**config.mk**
```make
export PLATFORM = sky130hd
export DESIGN_NAME = escape_time_fractal_iterator_unit
export DESIGN_NICKNAME = d
export VERILOG_FILES = /design/src/design/etf_pkg.sv /design/src/design/escape_time_fractal_iterator_unit.sv
export SDC_FILE = /design/constraint.sdc
export NUM_CORES = 2
export LEC_CHECK = 0
export ABC_AREA = 1
export BUFFER_PORTS_ARGS = -buffer_cell sky130_fd_sc_hd__clkbuf_2
export CELL_PAD_IN_SITES_DETAIL_PLACEMENT = 0
export CELL_PAD_IN_SITES_GLOBAL_PLACEMENT = 1
export CORE_ASPECT_RATIO = 1.75
export CORE_MARGIN = 1
export CORE_UTILIZATION = 55
export DETAILED_ROUTE_END_ITERATION = 8
export PLACE_DENSITY_LB_ADDON = 0.25
export SYNTH_ARGS = -nofsm -noshare
export SYNTH_HDL_FRONTEND = slang
export SYNTH_SLANG_ARGS = --single-unit
```
**constraint.sdc**
```tcl
create_clock -name clk -period 26.4 [get_ports clk]
set_clock_uncertainty 0.1 [all_clocks]
set_input_delay 5.28 -clock clk [delete_from_list [all_inputs] [get_ports clk]]
set_output_delay 5.28 -clock clk [all_outputs]
set_load 0.02 [all_outputs]
```
**src/design/etf_pkg.sv**
```systemverilog
package etf_pkg;

	localparam int MAX_ITERATIONS = 256;
	localparam int IMAGE_WIDTH    = 1024;
	localparam int IMAGE_HEIGHT   = 1024;
	localparam int FRAC_BITS      = 28;

	localparam int DATA_W  = 32;
	localparam int LIMIT_W = 31;
	localparam int MODE_W  = 2;
	localparam int PIX_W   = 10;
	localparam int OUT_W   = 9;
	localparam int IDX_W   = 3;
	localparam int CNT_W   = $clog2(MAX_ITERATIONS + 1);
	localparam int OUT_MAX = (1 << OUT_W) - 1;

	localparam logic [PIX_W-1:0] X_LAST = PIX_W'(IMAGE_WIDTH - 1);
	localparam logic [PIX_W-1:0] Y_LAST = PIX_W'(IMAGE_HEIGHT - 1);

	typedef logic signed [DATA_W-1:0]   fx_t;
	typedef logic signed [2*DATA_W-1:0] prod_t;

	localparam fx_t FX_MAX = {1'b0, {(DATA_W-1){1'b1}}};
	localparam fx_t FX_MIN = {1'b1, {(DATA_W-1){1'b0}}};

	// Fractal modes.
	localparam logic [MODE_W-1:0] MODE_MANDEL = 2'd0;
	localparam logic [MODE_W-1:0] MODE_JULIA  = 2'd1;
	localparam logic [MODE_W-1:0] MODE_SHIP   = 2'd2;

	// Register indexes.
	localparam logic [IDX_W-1:0] REG_MODE        = 3'd0;
	localparam logic [IDX_W-1:0] REG_REAL_ORIGIN = 3'd1;
	localparam logic [IDX_W-1:0] REG_IMAG_ORIGIN = 3'd2;
	localparam logic [IDX_W-1:0] REG_REAL_STEP   = 3'd3;
	localparam logic [IDX_W-1:0] REG_IMAG_STEP   = 3'd4;
	localparam logic [IDX_W-1:0] REG_JULIA_REAL  = 3'd5;
	localparam logic [IDX_W-1:0] REG_JULIA_IMAG  = 3'd6;
	localparam logic [IDX_W-1:0] REG_ESC_LIMIT   = 3'd7;

	function automatic fx_t sat_fx(input prod_t v);
		fx_t r;
		if (v > prod_t'(FX_MAX)) begin
			r = FX_MAX;
		end else if (v < prod_t'(FX_MIN)) begin
			r = FX_MIN;
		end else begin
			r = v[DATA_W-1:0];
		end
		return r;
	endfunction

	function automatic fx_t add_sat(input fx_t a, input fx_t b);
		return sat_fx(prod_t'(a) + prod_t'(b));
	endfunction

	function automatic fx_t sub_sat(input fx_t a, input fx_t b);
		return sat_fx(prod_t'(a) - prod_t'(b));
	endfunction

	function automatic logic [OUT_W-1:0] count_out(input logic [CNT_W-1:0] n);
		logic [OUT_W-1:0] r;
		if (32'(n) > OUT_MAX) begin
			r = '1;
		end else begin
			r = OUT_W'(n);
		end
		return r;
	endfunction

endpackage

```
**src/design/escape_time_fractal_iterator_unit.sv**
```systemverilog
// Escape-time fractal iterator (Mandelbrot, Julia, Burning Ship).
// Input channel (in_valid/in_ready) carries one pixel beat: pixel_x, pixel_y.
// Output channel (out_valid/out_ready) carries one beat per pixel with the
// iteration count. The configuration port (cfg_we, cfg_index, cfg_wdata)
// writes one register per cycle and must only be used while the block is idle.
// One signed 32x32 multiplier is shared by a small sequencer: states MAPX
// and MAPY map the pixel onto the complex plane, INIT sets up z and c, and
// each iteration then steps through SQR, SQI, CRS and UPD (zr*zr, zi*zi,
// zr*zi with the escape test, update). Unused mode 3 goes from INIT straight
// to the done state without iterating. A pixel runs at most 256 iterations
// through the multiplier, and a new pixel is taken only once it has finished.
// in_ready is high whenever the sequencer is idle, even while a result beat
// still waits in the output register. If the receiver stalls, a finished
// pixel holds in the done state until the output register frees up.
// Reset clears the sequencer and the output valid and restores the register
// defaults (Mandelbrot, origin -2.0 + 2.0i, steps 2^-8 and -2^-8, limit 4.0).
module escape_time_fractal_iterator_unit (
	input  logic                             clk,
	input  logic                             arst_n,
	input  logic                             in_valid,
	output logic                             in_ready,
	input  logic [etf_pkg::PIX_W-1:0]        pixel_x,
	input  logic [etf_pkg::PIX_W-1:0]        pixel_y,
	output logic                             out_valid,
	input  logic                             out_ready,
	output logic [etf_pkg::OUT_W-1:0]        iteration_count,
	input  logic                             cfg_we,
	input  logic [etf_pkg::IDX_W-1:0]        cfg_index,
	input  logic [etf_pkg::DATA_W-1:0]       cfg_wdata
);

	localparam logic [3:0] S_IDLE = 4'd0;
	localparam logic [3:0] S_MAPX = 4'd1;
	localparam logic [3:0] S_MAPY = 4'd2;
	localparam logic [3:0] S_INIT = 4'd3;
	localparam logic [3:0] S_SQR  = 4'd4;
	localparam logic [3:0] S_SQI  = 4'd5;
	localparam logic [3:0] S_CRS  = 4'd6;
	localparam logic [3:0] S_UPD  = 4'd7;
	localparam logic [3:0] S_DONE = 4'd8;

	logic [3:0] state_q;

	logic [etf_pkg::MODE_W-1:0]  mode_q;
	etf_pkg::fx_t                real_origin_q, imag_origin_q;
	etf_pkg::fx_t                real_step_q, imag_step_q;
	etf_pkg::fx_t                julia_re_q, julia_im_q;
	logic [etf_pkg::LIMIT_W-1:0] limit_q;

	logic [etf_pkg::PIX_W-1:0] px_q, py_q;
	etf_pkg::fx_t              pr_q, zr_q, zi_q, cr_q, ci_q, r2_q, i2_q;
	etf_pkg::prod_t            prod_q;
	logic [etf_pkg::CNT_W-1:0] n_q;
	logic                      out_valid_q;
	logic [etf_pkg::OUT_W-1:0] count_q;

	etf_pkg::fx_t   mul_a, mul_b;
	etf_pkg::prod_t prod;
	etf_pkg::fx_t   map_term, pi_val, sq_term, mag, cross_raw, cross_term, nr;
	logic           escape;
	logic           out_free;

	assign in_ready        = (state_q == S_IDLE);
	assign out_valid       = out_valid_q;
	assign iteration_count = count_q;
	assign out_free        = !out_valid_q || out_ready;

	// Operand select for the shared multiplier.
	always_comb begin
		mul_a = zr_q;
		mul_b = zr_q;
		case (state_q)
			S_MAPX: begin
				mul_a = signed'({{(etf_pkg::DATA_W-etf_pkg::PIX_W){1'b0}}, px_q});
				mul_b = real_step_q;
			end
			S_MAPY: begin
				mul_a = signed'({{(etf_pkg::DATA_W-etf_pkg::PIX_W){1'b0}}, py_q});
				mul_b = imag_step_q;
			end
			S_SQI: begin
				mul_a = zi_q;
				mul_b = zi_q;
			end
			S_CRS: begin
				mul_a = zr_q;
				mul_b = zi_q;
			end
			default: begin
				mul_a = zr_q;
				mul_b = zr_q;
			end
		endcase
	end

	assign prod = mul_a * mul_b;

	always_comb begin
		map_term  = etf_pkg::sat_fx(prod_q);
		pi_val    = etf_pkg::add_sat(imag_origin_q, map_term);
		// Arithmetic shifts of a signed value round toward minus infinity.
		sq_term   = etf_pkg::sat_fx(prod_q >>> etf_pkg::FRAC_BITS);
		mag       = etf_pkg::add_sat(r2_q, sq_term);
		escape    = (32'(n_q) >= etf_pkg::MAX_ITERATIONS) ||
		            (mag > signed'({1'b0, limit_q}));
		cross_raw = etf_pkg::sat_fx(prod_q >>> (etf_pkg::FRAC_BITS - 1));
		cross_term = cross_raw;
		if (mode_q == etf_pkg::MODE_SHIP && cross_raw < 0) begin
			cross_term = (cross_raw == etf_pkg::FX_MIN) ? etf_pkg::FX_MAX : -cross_raw;
		end
		nr        = etf_pkg::add_sat(etf_pkg::sub_sat(r2_q, i2_q), cr_q);
	end

	always_ff @(posedge clk or negedge arst_n) begin
		if (!arst_n) begin
			mode_q        <= etf_pkg::MODE_MANDEL;
			real_origin_q <= -32'sd536870912;
			imag_origin_q <= 32'sd536870912;
			real_step_q   <= 32'sd1048576;
			imag_step_q   <= -32'sd1048576;
			julia_re_q    <= '0;
			julia_im_q    <= '0;
			limit_q       <= 31'd1073741824;
		end else if (cfg_we) begin
			case (cfg_index)
				etf_pkg::REG_MODE:        mode_q        <= cfg_wdata[etf_pkg::MODE_W-1:0];
				etf_pkg::REG_REAL_ORIGIN: real_origin_q <= signed'(cfg_wdata);
				etf_pkg::REG_IMAG_ORIGIN: imag_origin_q <= signed'(cfg_wdata);
				etf_pkg::REG_REAL_STEP:   real_step_q   <= signed'(cfg_wdata);
				etf_pkg::REG_IMAG_STEP:   imag_step_q   <= signed'(cfg_wdata);
				etf_pkg::REG_JULIA_REAL:  julia_re_q    <= signed'(cfg_wdata);
				etf_pkg::REG_JULIA_IMAG:  julia_im_q    <= signed'(cfg_wdata);
				etf_pkg::REG_ESC_LIMIT:   limit_q       <= cfg_wdata[etf_pkg::LIMIT_W-1:0];
				default: ;
			endcase
		end
	end

	always_ff @(posedge clk or negedge arst_n) begin
		if (!arst_n) begin
			state_q     <= S_IDLE;
			out_valid_q <= 1'b0;
			n_q         <= '0;
		end else begin
			if (state_q == S_DONE && out_free) begin
				out_valid_q <= 1'b1;
			end else if (out_ready) begin
				out_valid_q <= 1'b0;
			end
			case (state_q)
				S_IDLE: begin
					if (in_valid) begin
						state_q <= S_MAPX;
						n_q     <= '0;
					end
				end
				S_MAPX: state_q <= S_MAPY;
				S_MAPY: state_q <= S_INIT;
				S_INIT: begin
					state_q <= (mode_q == etf_pkg::MODE_MANDEL || mode_q == etf_pkg::MODE_JULIA
					            || mode_q == etf_pkg::MODE_SHIP) ? S_SQR : S_DONE;
				end
				S_SQR: state_q <= S_SQI;
				S_SQI: state_q <= S_CRS;
				S_CRS: state_q <= escape ? S_DONE : S_UPD;
				S_UPD: begin
					state_q <= S_SQR;
					n_q     <= n_q + 1'b1;
				end
				S_DONE: begin
					if (out_free) begin
						state_q <= S_IDLE;
					end
				end
				default: state_q <= S_IDLE;
			endcase
		end
	end

	// Datapath registers.
	always_ff @(posedge clk) begin
		prod_q <= prod;
		case (state_q)
			S_IDLE: begin
				px_q <= (pixel_x > etf_pkg::X_LAST) ? etf_pkg::X_LAST : pixel_x;
				py_q <= (pixel_y > etf_pkg::Y_LAST) ? etf_pkg::Y_LAST : pixel_y;
			end
			S_MAPY: pr_q <= etf_pkg::add_sat(real_origin_q, map_term);
			S_INIT: begin
				if (mode_q == etf_pkg::MODE_JULIA) begin
					zr_q <= pr_q;
					zi_q <= pi_val;
					cr_q <= julia_re_q;
					ci_q <= julia_im_q;
				end else begin
					zr_q <= '0;
					zi_q <= '0;
					cr_q <= pr_q;
					ci_q <= pi_val;
				end
			end
			S_SQI: r2_q <= sq_term;
			S_CRS: i2_q <= sq_term;
			S_UPD: begin
				zr_q <= nr;
				zi_q <= etf_pkg::add_sat(cross_term, ci_q);
			end
			S_DONE: begin
				if (out_free) begin
					count_q <= etf_pkg::count_out(n_q);
				end
			end
			default: ;
		endcase
	end

`ifndef SYNTHESIS
	a_count_bound: assert property (@(posedge clk) disable iff (!arst_n)
		32'(n_q) <= etf_pkg::MAX_ITERATIONS)
		else $error("iteration counter passed the limit");

	a_accept_starts: assert property (@(posedge clk) disable iff (!arst_n)
		in_valid && in_ready |=> state_q == S_MAPX)
		else $error("accepted pixel did not start mapping");

	a_done_waits: assert property (@(posedge clk) disable iff (!arst_n)
		state_q == S_DONE && out_valid_q && !out_ready |=> state_q == S_DONE)
		else $error("finished pixel left done while output was stalled");

	a_result_bound: assert property (@(posedge clk) disable iff (!arst_n)
		out_valid && !$past(out_valid) |-> 32'(iteration_count) <= etf_pkg::MAX_ITERATIONS)
		else $error("reported count beyond the iteration limit");
`endif

endmodule
```
* After elaboration in Yosys (flattened, before gate mapping) *
Cells that the tools add are included.

word-level totals
  bits in registers = 556
  output and inout bits = 11
  bits of input ports = 60
  word-level logic and storage cells = 135

operators by class
  add/subtract/negate cells = 8
  reduce and logical (&&, ||, !) cells = 25
  muxes and demuxes = 36
  multiply operators = 1
  magnitude comparators = 23
  equal/unequal tests = 20

operators with widths
  kind                                                                     count
  32-bit two-way mux                                                       23
  33-bit by 32-bit > comparator with 1-bit output (second input constant)  6
  33-bit by 32-bit < comparator with 1-bit output (second input constant)  6
  32-bit case mux with 3 select lines                                      2
  32-bit by 32-bit adder with 33-bit output                                5
  32-bit case mux with 2 select lines                                      2
  64-bit by 32-bit > comparator with 1-bit output (second input constant)  1
  64-bit by 32-bit < comparator with 1-bit output (second input constant)  1
  32-bit by 32-bit multiplier with 64-bit output                           1
  37-bit by 32-bit > comparator with 1-bit output (second input constant)  1
  37-bit by 32-bit < comparator with 1-bit output (second input constant)  1
  36-bit by 32-bit > comparator with 1-bit output (second input constant)  1
  36-bit by 32-bit < comparator with 1-bit output (second input constant)  1
  4-bit case mux with 9 select lines                                       1
  32-bit by 32-bit subtractor with 33-bit output                           1
  32-bit equality test (second input constant)                             1
  32-bit > comparator                                                      1
  32-bit by 1-bit < comparator with 1-bit output (second input constant)   1
  32-bit negation                                                          1
  2-bit AND reduction                                                      11
  10-bit > comparator (second input constant)                              2
  9-bit case mux with 2 select lines                                       1
  4-bit by 3-bit equality test with 1-bit output (second input constant)   4
  4-bit two-way mux                                                        4
  other kinds (21)                                                         34

* Depth between registers and ports, before layout *
  depth in word-level cells = 11
  depth in mapped cells = 44
  depth with buffers taken out = 42

* Worst setup path before layout *
Ideal clock, no wire load.

  path kind = register to register
  start point = reg state_q[3]
  end point = reg prod_q[57]
  stages on the path, launching flop included = 37
  library setup time = 0.072 ns
  arrival time = 8.820 ns
  required time = 26.228 ns
  clock period less this slack = 8.991 ns
  buffers on the path = 2
  path slack = 17.409 ns
  cells stage by stage = dfrtp_1 -> nor2_1 -> inv_1 -> nor3_4 -> nor2_4 -> inv_2 -> buf_6 -> buf_6 -> nand3_1 -> nand2_1 -> nor2_1 -> fa_1 -> fa_1 -> fa_1 -> fa_1 -> fa_1 -> inv_1 -> fa_1 -> inv_1 -> fa_1 -> inv_1 -> fa_1 -> inv_1 -> ha_1 -> nand2_1 -> nor2_1 -> inv_1 -> nor2_1 -> inv_1 -> nor2_1 -> inv_1 -> nor3_1 -> nand2_1 -> o211ai_1 -> nand2_1 -> nand2_1 -> xor2_1

on the way
  longest elaborated chain between the ends = 4
  elaborated cells between the ends (all ways) = 8
  those cells by class = mul (1); eq/ne (4); mux (2); reduce/logical (1)

ends and longest elaborated chain
  item                                                RTL line                                  text
  start: declaration                                  escape_time_fractal_iterator_unit.sv:42   logic [3:0] state_q;
  start signal: assignment                            escape_time_fractal_iterator_unit.sv:160  state_q <= (mode_q == etf_pkg::MODE_MANDEL || mode_q == etf_pkg::MODE_JULIA
  start signal: assignment                            escape_time_fractal_iterator_unit.sv:165  S_CRS: state_q <= escape ? S_DONE : S_UPD;
  4-bit by 3-bit equality test with 1-bit output      escape_time_fractal_iterator_unit.sv:72   case (state_q)
  2-bit OR reduction (no source line)                 -
  32-bit case mux with 3 select lines                 escape_time_fractal_iterator_unit.sv:72
  32-bit by 32-bit multiplier with 64-bit output (*)  escape_time_fractal_iterator_unit.sv:96   assign prod = mul_a * mul_b;
  named net prod[57]                                  escape_time_fractal_iterator_unit.sv:58   etf_pkg::prod_t prod;
  end signal: assignment                              escape_time_fractal_iterator_unit.sv:182  prod_q <= prod;
  end: declaration                                    escape_time_fractal_iterator_unit.sv:52   etf_pkg::prod_t prod_q;

The timed path passes the listed nets; every way through them passes the cells marked *.
A chain may end at the register's enable or synchronous reset.

* Final worst setup path *
Ends and elaborated chain as after synthesis.

==> impl_metrics.tcl <==
set metrics [dict create \
    status "complete, but fails checks" \
    violations "capacitance limit, slew limit" \
    row_count 175 \
    root_buffer "clkbuf_16" \
    grt_pass1_vias 65600 \
    grt_setup_unrepaired "false" \
    ant_nets 0 \
    ys.flop_type "edfxtp_1" \
    synth_area_leaders "fa_1, nand2_1, edfxtp_1" \
    grt_pass1_wl_mm 434 \
    critical_path.slowest_cell "nor2_1" \
    largest_register_ffs 64 \
    ys_async_sr_fraction_pct 43.0 \
    die_area_um2 133000 \
    hold_violations 0 \
    yosysTopAreaCell "fa_1" \
    worstSetupPathType "flip-flop to flip-flop" \
    ys_seq_elements 556 \
    post-cts-setup-buffers 0 \
    arrival_ps 13090 \
    grt_max_degree 76 \
    critPathCaptureType "flip-flop" \
    synth-edff-count 253 \
    worstMarginPinSlew_ps 1550 \
    numClockSinks 556 \
    synthesis.area_um2 72100 \
    yosys_warnings 0 \
    cts_made_buffers 58 \
    cpMostUsedCell "inv_1" \
    dp_hpwl_mm 244 \
    postSynthCellCount 8855 \
    die_w_um 276 \
    coreArea_um2 130000 \
    min_period_ps 12550 \
    fin_crit_sh_pct 47.6 \
    synth_top_area_share_pct 30.2 \
    drv_slew 5 \
    seq_area_frac_synth_pct 20.6 \
    nets 10300 \
    io_pins 71 \
    wirelength_mm 300 \
    start_util_pct 55.4 \
    crit_fanout 43 \
    yosysMostFrequentCell "nand2_1" \
    cts_resized 0 \
    postSynthNetCount 10400 \
    wl_per_cell_um 28.6 \
    drive_above_1_share_pct 4.55 \
    synth_area_per_cell_um2 8.14 \
    postCtsHoldBufs 0 \
    area_growth_pct 5.16 \
    port_buffers 70 \
    overflow 0 \
    drt_iter0_drc 6277 \
    antenna_found_initial 25 \
    pre_cts_ws_ps 14530 \
    drc_errors 0 \
    max_stage_delay_ps 820 \
    routabilityCongestion 1.18 \
    htree_levels 2 \
    vias 62400 \
    clkSlewWorstSetupHoldPaths_ps 70 \
    layout_setup_ws_ps 13850 \
    insertion_delay_ps 720 \
    synthTopCellsByCount "nand2_1, inv_1, fa_1, nor2_1, o21ai_0" \
    crit_required_ps 26930 \
    fp.dieH_um 481 \
    max-cap-violations 2 \
    yosysUniqueCellTypes 67 \
    post-route-util_pct 58.3 \
    worst_setup_path_start_kind "flip-flop" \
    cts_tree "done" \
    fmax_mhz 79.7 \
    first_pass_iters 8 \
    cts_buffer_depth 3 \
    grt_use_total_pct 46.3 \
    largest-register "prod_q" \
    fin_tns_setup_ps 0 \
    setup_viol 0 \
    viasPerCell 5.94 \
    worstHoldPathType "flip-flop to flip-flop" \
    max_slew_margin_pct -4.31 \
]
## cells by family after synthesis
| family | synth area share [%] |
|---|---|
| XOR/XNOR | 2.96 |
| AO/OA/AOI/OAI | 9.04 |
| AND/OR/NAND/NOR | 18.5 |
| flip-flops | 20.6 |
| adder cells (fa/ha/maj) | 37.3 |
| buffers and inverters | 11.5 |
## final cells by class
cell class	instances	area, um2
fillers	12100	54200
clock buffers	82	1640
diodes	16	40.0
well taps	1681	2100
multi-input cells	6192	49000
clock inverters	28	428
repair buffers	164	1070
flip-flops and latches	556	14900
inverters	1771	6650
## critical path, delay by kind of cell, from the launching register on
kind | cells | cell delay [ps]
fa+ha+maj | 9 | 4900
compound gates | 1 | 490
buf+inv | 13 | 2650
xor+xnor | 1 | 140
flops | 1 | 440
simple gates | 15 | 3700
## stage by stage
stage | cells | area [um2] | hold slack (ps)
floorplan | 8855 | 72100 | 341
global placement | 10400 | 73700 | 365
detailed placement | 10400 | 73700 | 373
CTS | 10500 | 75800 | 389
global route | 10500 | 75800 | 396
finish | 10500 | 75800 | 386
## layout by cell type (no fill, tap or decap), types with 9 or more instances in the layout
cell type  count
nand2_1     2297
inv_1       1738
fa_1        1088
nor2_1       605
o21ai_0      485
ha_1         411
a21oi_1      318
edfxtp_1     253
dfrtp_1      221
nand3_1      207
xor2_1       150
xnor2_1       94
buf_4         94
clkbuf_2      69
dfxtp_1       64
clkbuf_16     60
nor3_1        57
a21o_1        54
nor4_1        40
a31oi_1       40
nand4_1       38
inv_2         28
o211ai_1      27
o21ai_1       26
a221oi_1      26
o21bai_1      24
or2_1         19
o22ai_2       19
dfstp_2       18
diode_2       16
nand3b_1      16
clkbuf_1      16
or2_2         14
o21a_1        13
nand2_2       12
a21boi_0       9
## final timing paths
path / cells past startpoint / end / start / slack (ps)
setup / recovery: 39 / prod_q[57] / state_q[3] / 13850
hold / removal: 2 / julia_im_q[11] / julia_im_q[11] / 390
setup reg to reg: 39 / prod_q[57] / state_q[3] / 13850
hold reg to reg: 2 / julia_im_q[11] / julia_im_q[11] / 390
max in group asynchronous: 3 / limit_q[25] / arst_n / 19390
min in group asynchronous: 1 / n_q[6] / arst_n / 4360
## metal layers
| layer | wire length (um) | up-vias | track usage (%) |
|---|---|---|---|
| li1 | - | 26900 | - |
| met1 | 93500 | 30500 | 47.0 |
| met2 | 141000 | 3450 | 75.8 |
| met3 | 26600 | 1453 | 11.6 |
| met4 | 38900 | 14 | 46.7 |
| met5 | 101 | - | 0 |
Power is not shown: default switching activity piles up to over one toggle a cycle in this logic, so the estimate is an artifact.
